--- src/sv/assert_macros.svh ---
// Assertion helpers shared by the RTL files.
// Each macro expects clk and arst_n in the scope of the module that uses it.
`ifndef ASSERT_MACROS_SVH
`define ASSERT_MACROS_SVH

// Same-cycle implication.
`define ASSERT_IMPL(name, pre, post, msg) \
	name: assert property (@(posedge clk) disable iff (!arst_n) (pre) |-> (post)) \
		else $error(msg);

// Next-cycle implication.
`define ASSERT_NEXT(name, pre, post, msg) \
	name: assert property (@(posedge clk) disable iff (!arst_n) (pre) |=> (post)) \
		else $error(msg);

`endif

--- src/sv/lbpa_pkg.sv ---
package lbpa_pkg;

	localparam int NUM_BINS_DEF   = 4096;
	localparam int COUNT_BITS_DEF = 32;
	localparam int FRAC_BITS_DEF  = 8;

	localparam int IDX_W = 12;
	localparam int CNT_W = 32;
	localparam int OUT_W = 54;

	localparam int BP_W   = 14;
	localparam int BSX_W  = 26;
	localparam int BSXX_W = 38;
	localparam int BSY_W  = 46;
	localparam int BSXY_W = 58;
	localparam int PP_W   = 13;
	localparam int PSX_W  = 24;
	localparam int PSY_W  = 44;

	// Fit datapath widths.
	localparam int ACC_W = 128;
	localparam int Q_W   = 58;
	localparam int T1_W  = 86;
	localparam int T2_W  = 74;
	localparam int D_W   = 52;
	localparam int DCNT_W = $clog2(ACC_W);

	localparam int CFG_IDX_W = 3;

	typedef enum logic [CFG_IDX_W-1:0] {
		REG_PEAK_FIRST = 3'd0,
		REG_PEAK_LAST  = 3'd1,
		REG_LOW_FIRST  = 3'd2,
		REG_LOW_LAST   = 3'd3,
		REG_HIGH_FIRST = 3'd4,
		REG_HIGH_LAST  = 3'd5
	} cfg_reg_t;

	typedef struct packed {
		logic [IDX_W-1:0] peak_first;
		logic [IDX_W-1:0] peak_last;
		logic [IDX_W-1:0] low_first;
		logic [IDX_W-1:0] low_last;
		logic [IDX_W-1:0] high_first;
		logic [IDX_W-1:0] high_last;
	} windows_t;

	typedef struct packed {
		logic [BP_W-1:0]   back_points;
		logic [BSX_W-1:0]  back_sum_x;
		logic [BSXX_W-1:0] back_sum_xx;
		logic [BSY_W-1:0]  back_sum_y;
		logic [BSXY_W-1:0] back_sum_xy;
		logic [PP_W-1:0]   peak_points;
		logic [PSX_W-1:0]  peak_sum_x;
		logic [PSY_W-1:0]  peak_sum_y;
	} sums_t;

	typedef struct packed {
		logic start;
		logic ack;
	} fit_ctl_t;

	typedef struct packed {
		logic             done;
		logic             invalid;
		logic [OUT_W-1:0] bg;
		logic [OUT_W-1:0] net;
	} fit_res_t;

	typedef enum logic [0:0] {
		T_IDLE,
		T_FIT
	} top_state_t;

	typedef enum logic [3:0] {
		F_IDLE,
		F_LOAD,
		F_MUL,
		F_ABS,
		F_BIAS,
		F_DIV,
		F_ROUND,
		F_NET,
		F_DONE
	} fit_state_t;

endpackage

--- src/sv/linear_background_peak_area_core.sv ---
// A bin without last_bin is summed at its acceptance edge, one bin per cycle while in_ready is high.
// A bin with last_bin starts the fit. A singular fit ends after the first product pair.
// The length of a full fit is set by the shared shift-add multiplier (one multiplier bit per cycle,
// so the operand values set the length) and by the restoring divider. in_ready stays low during the fit.
// Reset (arst_n low, asynchronous) clears the window registers to 0 and all sums.
module linear_background_peak_area_core #(
	parameter int NUM_BINS   = lbpa_pkg::NUM_BINS_DEF,
	parameter int COUNT_BITS = lbpa_pkg::COUNT_BITS_DEF,
	parameter int FRAC_BITS  = lbpa_pkg::FRAC_BITS_DEF
) (
	input  logic                           clk,
	input  logic                           arst_n,
	input  logic                           in_valid,
	output logic                           in_ready,
	input  logic [lbpa_pkg::IDX_W-1:0]     bin_index,
	input  logic [lbpa_pkg::CNT_W-1:0]     bin_count,
	input  logic                           last_bin,
	output logic                           out_valid,
	input  logic                           out_ready,
	output logic signed [lbpa_pkg::OUT_W-1:0] net_area,
	output logic signed [lbpa_pkg::OUT_W-1:0] background_sum,
	output logic                           fit_invalid,
	input  logic                           cfg_we,
	input  logic [lbpa_pkg::CFG_IDX_W-1:0] cfg_index,
	input  logic [lbpa_pkg::IDX_W-1:0]     cfg_data
);
	import lbpa_pkg::*;
	`include "assert_macros.svh"

	top_state_t       state_q, state_d;
	windows_t         win_q;
	sums_t            sums;
	fit_ctl_t         fit_ctl;
	fit_res_t         fit_res;
	logic             accept, out_free, load_out;
	logic             out_valid_q, fit_invalid_q;
	logic [OUT_W-1:0] net_area_q, background_sum_q;

	// Window registers. Writes to indexes beyond the six windows edges are ignored.
	always_ff @(posedge clk or negedge arst_n) begin
		if (!arst_n) begin
			win_q <= '0;
		end else if (cfg_we) begin
			case (cfg_reg_t'(cfg_index))
				REG_PEAK_FIRST: win_q.peak_first <= cfg_data;
				REG_PEAK_LAST:  win_q.peak_last  <= cfg_data;
				REG_LOW_FIRST:  win_q.low_first  <= cfg_data;
				REG_LOW_LAST:   win_q.low_last   <= cfg_data;
				REG_HIGH_FIRST: win_q.high_first <= cfg_data;
				REG_HIGH_LAST:  win_q.high_last  <= cfg_data;
				default: ;
			endcase
		end
	end

	// A request is accepted only in T_IDLE. The result register is separate, so a
	// new histogram may stream in while the previous result waits to be taken.
	assign accept   = in_valid && in_ready;
	assign out_free = !out_valid_q || out_ready;

	always_comb begin
		state_d = state_q;
		case (state_q)
			T_IDLE:  if (accept && last_bin) state_d = T_FIT;
			T_FIT:   if (fit_res.done && out_free) state_d = T_IDLE;
			default: state_d = T_IDLE;
		endcase
	end

	always_comb begin
		in_ready      = (state_q == T_IDLE);
		load_out      = (state_q == T_FIT) && fit_res.done && out_free;
		fit_ctl.start = accept && last_bin;
		fit_ctl.ack   = load_out;
	end

	always_ff @(posedge clk or negedge arst_n) begin
		if (!arst_n) begin
			state_q     <= T_IDLE;
			out_valid_q <= 1'b0;
		end else begin
			state_q <= state_d;
			if (load_out) out_valid_q <= 1'b1;
			else if (out_ready) out_valid_q <= 1'b0;
		end
	end

	always_ff @(posedge clk) begin
		if (load_out) begin
			net_area_q       <= fit_res.net;
			background_sum_q <= fit_res.bg;
			fit_invalid_q    <= fit_res.invalid;
		end
	end

	// The sums clear once the fit result has moved into the output register.
	lbpa_accum #(
		.NUM_BINS  (NUM_BINS),
		.COUNT_BITS(COUNT_BITS)
	) u_accum (
		.clk   (clk),
		.arst_n(arst_n),
		.en    (accept),
		.clear (load_out),
		.idx   (bin_index),
		.cnt   (bin_count),
		.win   (win_q),
		.sums  (sums)
	);

	lbpa_fit #(
		.FRAC_BITS(FRAC_BITS)
	) u_fit (
		.clk   (clk),
		.arst_n(arst_n),
		.ctl   (fit_ctl),
		.sums  (sums),
		.res   (fit_res)
	);

	assign out_valid      = out_valid_q;
	assign net_area       = net_area_q;
	assign background_sum = background_sum_q;
	assign fit_invalid    = fit_invalid_q;

	`ASSERT_NEXT(a_last_blocks_input, accept && last_bin, !in_ready, "input taken during fit")
	`ASSERT_IMPL(a_out_from_fit, $rose(out_valid), $past(state_q == T_FIT), "result without fit")
	`ASSERT_IMPL(a_invalid_zero_bg, out_valid && fit_invalid, background_sum == '0, "singular fit with background")

endmodule

--- src/sv/lbpa_accum.sv ---
module lbpa_accum #(
	parameter int NUM_BINS   = lbpa_pkg::NUM_BINS_DEF,
	parameter int COUNT_BITS = lbpa_pkg::COUNT_BITS_DEF
) (
	input  logic                       clk,
	input  logic                       arst_n,
	input  logic                       en,
	input  logic                       clear,
	input  logic [lbpa_pkg::IDX_W-1:0] idx,
	input  logic [lbpa_pkg::CNT_W-1:0] cnt,
	input  lbpa_pkg::windows_t         win,
	output lbpa_pkg::sums_t            sums
);
	import lbpa_pkg::*;

	localparam logic [CNT_W-1:0] CNT_MASK = CNT_W'((64'd1 << COUNT_BITS) - 64'd1);

	sums_t             sums_q;
	logic              idx_ok, lo_hit, hi_hit, pk_hit, any_hit, both_hit;
	logic [CNT_W-1:0]  y;
	logic [23:0]       xx;
	logic [PSY_W-1:0]  xy;

	always_comb begin
		idx_ok   = (32'(idx) < 32'(NUM_BINS));
		lo_hit   = (idx >= win.low_first) && (idx <= win.low_last);
		hi_hit   = (idx >= win.high_first) && (idx <= win.high_last);
		pk_hit   = (idx >= win.peak_first) && (idx <= win.peak_last);
		any_hit  = lo_hit | hi_hit;
		both_hit = lo_hit & hi_hit;
		y        = cnt & CNT_MASK;
		xx       = 24'(idx) * 24'(idx);
		xy       = PSY_W'(idx) * PSY_W'(y);
	end

	// A bin inside both background windows counts twice: add it shifted by one.
	always_ff @(posedge clk or negedge arst_n) begin
		if (!arst_n) begin
			sums_q <= '0;
		end else if (clear) begin
			sums_q <= '0;
		end else if (en && idx_ok) begin
			if (any_hit) begin
				sums_q.back_points <= sums_q.back_points + (BP_W'(1) << both_hit);
				sums_q.back_sum_x  <= sums_q.back_sum_x + (BSX_W'(idx) << both_hit);
				sums_q.back_sum_xx <= sums_q.back_sum_xx + (BSXX_W'(xx) << both_hit);
				sums_q.back_sum_y  <= sums_q.back_sum_y + (BSY_W'(y) << both_hit);
				sums_q.back_sum_xy <= sums_q.back_sum_xy + (BSXY_W'(xy) << both_hit);
			end
			if (pk_hit) begin
				sums_q.peak_points <= sums_q.peak_points + PP_W'(1);
				sums_q.peak_sum_x  <= sums_q.peak_sum_x + PSX_W'(idx);
				sums_q.peak_sum_y  <= sums_q.peak_sum_y + PSY_W'(y);
			end
		end
	end

	assign sums = sums_q;

endmodule

--- src/sv/lbpa_fit.sv ---
module lbpa_fit #(
	parameter int FRAC_BITS = lbpa_pkg::FRAC_BITS_DEF
) (
	input  logic               clk,
	input  logic               arst_n,
	input  lbpa_pkg::fit_ctl_t ctl,
	input  lbpa_pkg::sums_t    sums,
	output lbpa_pkg::fit_res_t res
);
	import lbpa_pkg::*;
	`include "assert_macros.svh"

	localparam int NET_W = ((PSY_W + FRAC_BITS > OUT_W) ? PSY_W + FRAC_BITS : OUT_W) + 2;
	localparam logic [NET_W-1:0] NMAX = {{(NET_W-OUT_W+1){1'b0}}, {(OUT_W-1){1'b1}}};
	localparam logic [NET_W-1:0] NMIN = ~NMAX;
	localparam logic [OUT_W-1:0] LIM_POS = {1'b0, {(OUT_W-1){1'b1}}};
	localparam logic [OUT_W-1:0] LIM_NEG = {1'b1, {(OUT_W-1){1'b0}}};

	fit_state_t          state_q, state_d;
	logic [2:0]          phase_q;
	logic [ACC_W-1:0]    acc_q, m_q, m_sel;
	logic [Q_W-1:0]      q_q, q_sel;
	logic                sub_q, sub_sel, clr_sel;
	logic [D_W-1:0]      d_q;
	logic [T1_W-1:0]     t1_q;
	logic [T2_W-1:0]     t2_q;
	logic                neg_q, inv_q;
	logic [D_W:0]        rem_q;
	logic [DCNT_W-1:0]   cnt_q;
	logic [OUT_W-1:0]    bg_q, net_q;
	logic                d_bad, mul_end;
	logic [D_W+1:0]      sh, dd, sh_sub;
	logic                ge;
	logic [OUT_W-1:0]    lim, mag, bgv;
	logic [NET_W-1:0]    diff;

	// Operand pairs: D = n*Sxx - Sx*Sx, T1 = Sy*Sxx - Sx*Sxy, T2 = n*Sxy - Sx*Sy,
	// then numerator = T1*Np + T2*SxP. Even steps start from a cleared accumulator.
	always_comb begin
		m_sel   = '0;
		q_sel   = '0;
		sub_sel = phase_q[0] && (phase_q < 3'd6);
		clr_sel = !phase_q[0];
		case (phase_q)
			3'd0: begin m_sel = ACC_W'(sums.back_points); q_sel = Q_W'(sums.back_sum_xx); end
			3'd1: begin m_sel = ACC_W'(sums.back_sum_x);  q_sel = Q_W'(sums.back_sum_x);  end
			3'd2: begin m_sel = ACC_W'(sums.back_sum_y);  q_sel = Q_W'(sums.back_sum_xx); end
			3'd3: begin m_sel = ACC_W'(sums.back_sum_x);  q_sel = Q_W'(sums.back_sum_xy); end
			3'd4: begin m_sel = ACC_W'(sums.back_points); q_sel = Q_W'(sums.back_sum_xy); end
			3'd5: begin m_sel = ACC_W'(sums.back_sum_x);  q_sel = Q_W'(sums.back_sum_y);  end
			3'd6: begin
				m_sel = {{(ACC_W-T1_W){t1_q[T1_W-1]}}, t1_q};
				q_sel = Q_W'(sums.peak_points);
			end
			default: begin
				m_sel = {{(ACC_W-T2_W){t2_q[T2_W-1]}}, t2_q};
				q_sel = Q_W'(sums.peak_sum_x);
			end
		endcase
	end

	always_comb begin
		mul_end = (q_q == '0);
		d_bad   = acc_q[ACC_W-1] || (acc_q == '0);
		sh      = {rem_q, acc_q[ACC_W-1]};
		dd      = {1'b0, d_q, 1'b0};
		ge      = (sh >= dd);
		sh_sub  = sh - dd;
		lim     = neg_q ? LIM_NEG : LIM_POS;
		if ((acc_q[ACC_W-1:OUT_W] != '0) || (acc_q[OUT_W-1:0] > lim)) begin
			mag = lim;
		end else begin
			mag = acc_q[OUT_W-1:0];
		end
		bgv  = inv_q ? '0 : bg_q;
		diff = (NET_W'(sums.peak_sum_y) << FRAC_BITS) - {{(NET_W-OUT_W){bgv[OUT_W-1]}}, bgv};
	end

	always_comb begin
		state_d = state_q;
		case (state_q)
			F_IDLE:  if (ctl.start) state_d = F_LOAD;
			F_LOAD:  state_d = F_MUL;
			F_MUL: begin
				if (mul_end) begin
					if ((phase_q == 3'd1) && d_bad) state_d = F_NET;
					else if (phase_q == 3'd7) state_d = F_ABS;
					else state_d = F_LOAD;
				end
			end
			F_ABS:   state_d = F_BIAS;
			F_BIAS:  state_d = F_DIV;
			F_DIV:   if (cnt_q == '0) state_d = F_ROUND;
			F_ROUND: state_d = F_NET;
			F_NET:   state_d = F_DONE;
			F_DONE:  if (ctl.ack) state_d = F_IDLE;
			default: state_d = F_IDLE;
		endcase
	end

	always_ff @(posedge clk or negedge arst_n) begin
		if (!arst_n) begin
			state_q <= F_IDLE;
			phase_q <= '0;
			inv_q   <= 1'b0;
		end else begin
			state_q <= state_d;
			if (state_q == F_IDLE) begin
				phase_q <= '0;
				inv_q   <= 1'b0;
			end else if ((state_q == F_MUL) && mul_end) begin
				phase_q <= phase_q + 3'd1;
				if (phase_q == 3'd1) inv_q <= d_bad;
			end
		end
	end

	// Shared datapath: shift-add multiply, magnitude and bias, restoring divide, clamp and net.
	always_ff @(posedge clk) begin
		case (state_q)
			F_LOAD: begin
				m_q   <= m_sel;
				q_q   <= q_sel;
				sub_q <= sub_sel;
				if (clr_sel) acc_q <= '0;
			end
			F_MUL: begin
				if (!mul_end) begin
					if (q_q[0]) acc_q <= sub_q ? (acc_q - m_q) : (acc_q + m_q);
					m_q <= m_q << 1;
					q_q <= q_q >> 1;
				end else begin
					case (phase_q)
						3'd1:    d_q  <= acc_q[D_W-1:0];
						3'd3:    t1_q <= acc_q[T1_W-1:0];
						3'd5:    t2_q <= acc_q[T2_W-1:0];
						default: ;
					endcase
				end
			end
			F_ABS: begin
				neg_q <= acc_q[ACC_W-1];
				if (acc_q[ACC_W-1]) acc_q <= -acc_q;
			end
			F_BIAS: begin
				acc_q <= (acc_q << (FRAC_BITS + 1)) + ACC_W'(d_q);
				rem_q <= '0;
				cnt_q <= DCNT_W'(ACC_W - 1);
			end
			F_DIV: begin
				rem_q <= ge ? sh_sub[D_W:0] : sh[D_W:0];
				acc_q <= {acc_q[ACC_W-2:0], ge};
				cnt_q <= cnt_q - DCNT_W'(1);
			end
			F_ROUND: bg_q <= neg_q ? -mag : mag;
			F_NET: begin
				bg_q <= bgv;
				if ($signed(diff) > $signed(NMAX)) net_q <= NMAX[OUT_W-1:0];
				else if ($signed(diff) < $signed(NMIN)) net_q <= NMIN[OUT_W-1:0];
				else net_q <= diff[OUT_W-1:0];
			end
			default: ;
		endcase
	end

	always_comb begin
		res.done    = (state_q == F_DONE);
		res.invalid = inv_q;
		res.bg      = bg_q;
		res.net     = net_q;
	end

	`ASSERT_IMPL(a_div_by_nonzero, state_q == F_DIV, d_q != '0, "divide entered with zero denominator")
	`ASSERT_NEXT(a_done_holds, (state_q == F_DONE) && !ctl.ack, state_q == F_DONE, "result dropped before ack")

endmodule

--- config.mk ---
export PLATFORM = sky130hd
export DESIGN_NAME = linear_background_peak_area_core
export DESIGN_NICKNAME = d
export VERILOG_FILES = /design/src/sv/lbpa_pkg.sv /design/src/sv/linear_background_peak_area_core.sv /design/src/sv/lbpa_accum.sv /design/src/sv/lbpa_fit.sv
export VERILOG_INCLUDE_DIRS = /design/src /design/src/sv
export SDC_FILE = /design/constraint.sdc
export NUM_CORES = 2
export LEC_CHECK = 0
export ABC_AREA = 0
export ABC_CLOCK_PERIOD_IN_PS = 31900
export BUFFER_PORTS_ARGS = -buffer_cell sky130_fd_sc_hd__buf_2
export CORE_UTILIZATION = 44
export CTS_CLUSTER_DIAMETER = 80
export DETAILED_ROUTE_END_ITERATION = 10
export PLACE_DENSITY = 0.62
export SLEW_MARGIN = 20
export SYNTH_ARGS = -nofsm -noshare
export SYNTH_HDL_FRONTEND = slang
export SYNTH_SLANG_ARGS = --single-unit
export TNS_END_PERCENT = 20
--- constraint.sdc ---
create_clock -name clk -period 31.9 [get_ports clk]
set_input_delay 6.38 -clock clk [delete_from_list [all_inputs] [get_ports clk]]
set_output_delay 6.38 -clock clk [all_outputs]
set_load 0.1 [all_outputs]
==> results_dict.tcl <==
set metrics [dict create \
    drc 0 \
    synth_cell_types 99 \
    core.rowCount 173 \
    critPathSlowestCell "a2111oi_0" \
    dpl.hpwl_um 262000 \
    worstReg2RegEnd "u_fit.acc_q[110]" \
    avgSynthCellArea_um2 8.91 \
    track_usage_pct 30.7 \
    worst_pin_slew_ns 1.18 \
    wl_met2_um 155000 \
    dp.cells 13800 \
    grt_max_degree 148 \
    fin_util_pct 48.3 \
    fin_nets 12100 \
    hold_path_class "reg2reg" \
    setup_viol 0 \
    met3RoutedLength_um 32100 \
    cts_max_path_buffers 3 \
    synth_top_flop_cell "edfxtp_1" \
    slew-limit-headroom_pct 19.2 \
    hold_violations 0 \
    vias_per_cell 6.19 \
    crit_start "bin_index[11]" \
    drv_slew 0 \
    overflow 0 \
    max_stage_delay_ns 0.85 \
    path_class "in2reg" \
    crit_required_ns 32.56 \
    cts_made_buffers 145 \
    fin_skew_ns 0.0685 \
    wire_per_inst_um 25.2 \
    drive_above_1_share_pct 7.35 \
    cap_violations 0 \
    synthCells 11100 \
    fin_crit_ns 15.87 \
    path_max_fanout 45 \
    crit_path_end "u_accum.sums[137]" \
    die-width_um 476 \
    cp-end-kind "flip-flop" \
    path_clk_slew_ns 0.06 \
    ant_nets 0 \
    cts_hold_buf 0 \
    synth_edf_count 805 \
    crit_top_cell "fa_1" \
    preCtsSetupSlack_ns 15.48 \
    ios 176 \
    num_vias 86900 \
    drtPass1Iterations 8 \
    synth_area_um2 98700 \
    setup-tns-final_ns 0 \
    reg2reg_setup_slack_ns 23.10 \
    core_area_um2 223000 \
    clock-sinks 1150 \
    clock_latency_ns 0.84 \
    irDropWorstVdd_v 0.000173 \
    cts_root_buffer "clkbuf_16" \
    r2r_cells 22 \
    antenna_found_initial 11 \
    r2r_start "u_fit.m_q[13]" \
    wl_met1_um 151000 \
    die-area_um2 226000 \
    cts_setup_buffers 0 \
    seq_area_frac_synth_pct 33.2 \
    gp_congestion 0.963 \
    synthToLayoutAreaGrowth_pct 8.95 \
    outcome "complete, no violations" \
    syn_nets 12200 \
    grt_setup_unrepaired "false" \
    die_h_um 476 \
    grt_pass1_wl_um 529000 \
    whs_path_depth 0 \
    final_cell_count_no_fill 14000 \
    highest_layer "met5" \
    clock.fmax_mhz 63.0 \
    io_buffers 175 \
    drt_iter0_markers 9988 \
    cts_max_level 4 \
    power.density_nw_per_um2 131 \
    critical_path_arrival_ns 16.53 \
    ys_ff_latch 1150 \
    async_flop_share_pct 30.0 \
    period_share_pct 49.8 \
    routed_wl_um 354000 \
    initial_utilization_pct 44.3 \
    cts_resized 0 \
    grt_pass1_vias 83400 \
    yosysWarnings 0 \
    p_leak_nw 45.3 \
    fin_ws_ns 16.03 \
    startpoint_type "input pin" \
    tritoncts "built" \
]
-- critical path: cells and delay by family --
kind | cells | cell delay [ns]
adders and majority gates | 7 | 3.31
muxes | 1 | 0.28
and+or+nand+nor | 12 | 2.03
xor gates and xnor gates | 2 | 0.32
AOI/OAI and AO/OA | 6 | 2.84
buffers and inverters | 5 | 1.32
-- through the flow --
step                area, um2  hold WS (ns)  total power [mW]
global route           107000         0.426              15.1
floorplan               98700         0.400              9.45
global placement       102000         0.405              12.0
CTS                    107000         0.416              13.9
finish                 108000         0.414              14.1
detailed placement     102000         0.405              12.1
-- registers in the layout (all words and copies together) (netlist names) --
signal,flops
u_fit.cnt_q,7
state_q,1
win_q,72
u_fit.net_q,54
background_sum,54
u_fit.state_q,4
u_fit.d_q,52
out_valid,1
u_fit.rem_q,53
net_area,54
u_fit.t2_q,74
u_fit.acc_q,128
u_fit.q_q,58
u_fit.neg_q,1
fit_invalid,1
u_fit.phase_q,3
u_fit.bg_q,54
u_fit.t1_q,86
u_fit.inv_q,1
u_accum.sums,263
u_fit.m_q,128
u_fit.sub_q,1
-- where the power goes --
group	internal (mW)	switching, mW
clock	1.00	0.748
combinational	3.64	5.93
sequential	2.18	0.568
-- worst min path at each step --
| stage | start | to | slack [ns] |
|---|---|---|---|
| floorplan | u_fit.net_q[0] | net_area[0] | 0.40 |
| global placement | u_fit.net_q[51] | net_area[51] | 0.41 |
| detailed placement | u_fit.net_q[16] | net_area[16] | 0.40 |
| CTS | u_fit.net_q[6] | net_area[6] | 0.42 |
| global route | u_fit.net_q[52] | net_area[52] | 0.43 |
| finish | u_fit.net_q[6] | net_area[6] | 0.41 |
-- placed cells by master (no fill, tap or decap), types with 52 or more instances in the layout --
master     synthesis  final
nor2_1           791    786
a22oi_1           53     52
nand4_1          139    139
and2_1           178    176
a21oi_1          816    815
dfrtp_1          345    344
nand2b_1         106    105
and3_1           102    100
a31oi_1          102    101
buf_4              0    157
a211oi_1          60     60
buf_2              7    174
a221oi_1         106    106
nand3_1          353    352
o211ai_1          61     61
nor4_1            76     75
a21o_1           307    307
clkbuf_16          0    145
o21a_1            74     74
mux2_2           125    125
inv_1            752    749
edfxtp_1         805    805
o21ai_0          811    811
or3_1             86     85
nand2_1         1224   1221
xnor2_1          482    482
ha_1             709    708
xor2_1           290    290
fa_1             388    388
o31ai_1           69     69
nor2b_1           79     79
a222oi_1         103    103
nor3_1           231    224
o21bai_1          91     90
-- layer usage --
layer,track usage (%),vias up
met5,0,-
met4,13.0,6
met3,5.51,618
met2,47.0,4061
met1,42.5,42800
li1,-,39400
-- Yosys cell counts (91+ instances only) --
cell type / count / area share, %
nand3_1: 353 / 1.8
nor3_1: 231 / 1.2
inv_1: 752 / 2.9
and2_1: 178 / 1.1
xnor2_1: 482 / 4.3
a21oi_1: 816 / 4.1
a222oi_1: 103 / 1.0
a31oi_1: 102 / 0.65
o21bai_1: 91 / 0.69
fa_1: 388 / 7.9
a21o_1: 307 / 2.3
o21ai_0: 811 / 4.1
nand2b_1: 106 / 0.67
nor2_1: 791 / 3.0
xor2_1: 290 / 2.6
ha_1: 709 / 9.0
a221oi_1: 106 / 0.94
clkbuf_1: 558 / 2.1
dfrtp_1: 345 / 8.7
mux2_2: 125 / 1.4
edfxtp_1: 805 / 24
nand2_1: 1224 / 4.7
and3_1: 102 / 0.65
nand4_1: 139 / 0.88
-- cells by family after synthesis --
group | Yosys count | share of synthesized area (%)
AO/OA/AOI/OAI | 2953 | 19.0
XOR/XNOR | 772 | 6.85
adder cells (fa/ha/maj) | 1098 | 16.9
buffers and inverters | 1372 | 5.24
flip-flops | 1150 | 33.2
multiplexers | 154 | 1.72
AND/OR/NAND/NOR | 3570 | 17.1
-- cell type report --
| type | count | area [um2] |
|---|---|---|
| Inverter | 757 | 2850 |
| Sequential cell | 1150 | 32800 |
| Multi-Input combinational cell | 8547 | 60900 |
| Clock buffer | 173 | 3800 |
| Antenna cell | 8 | 20.0 |
| Tap cell | 2975 | 3720 |
| Clock inverter | 96 | 1250 |
| Fill cell | 21100 | 115000 |
| Timing Repair Buffer | 336 | 2140 |
Note: power is estimated with default switching activity, not from simulation.
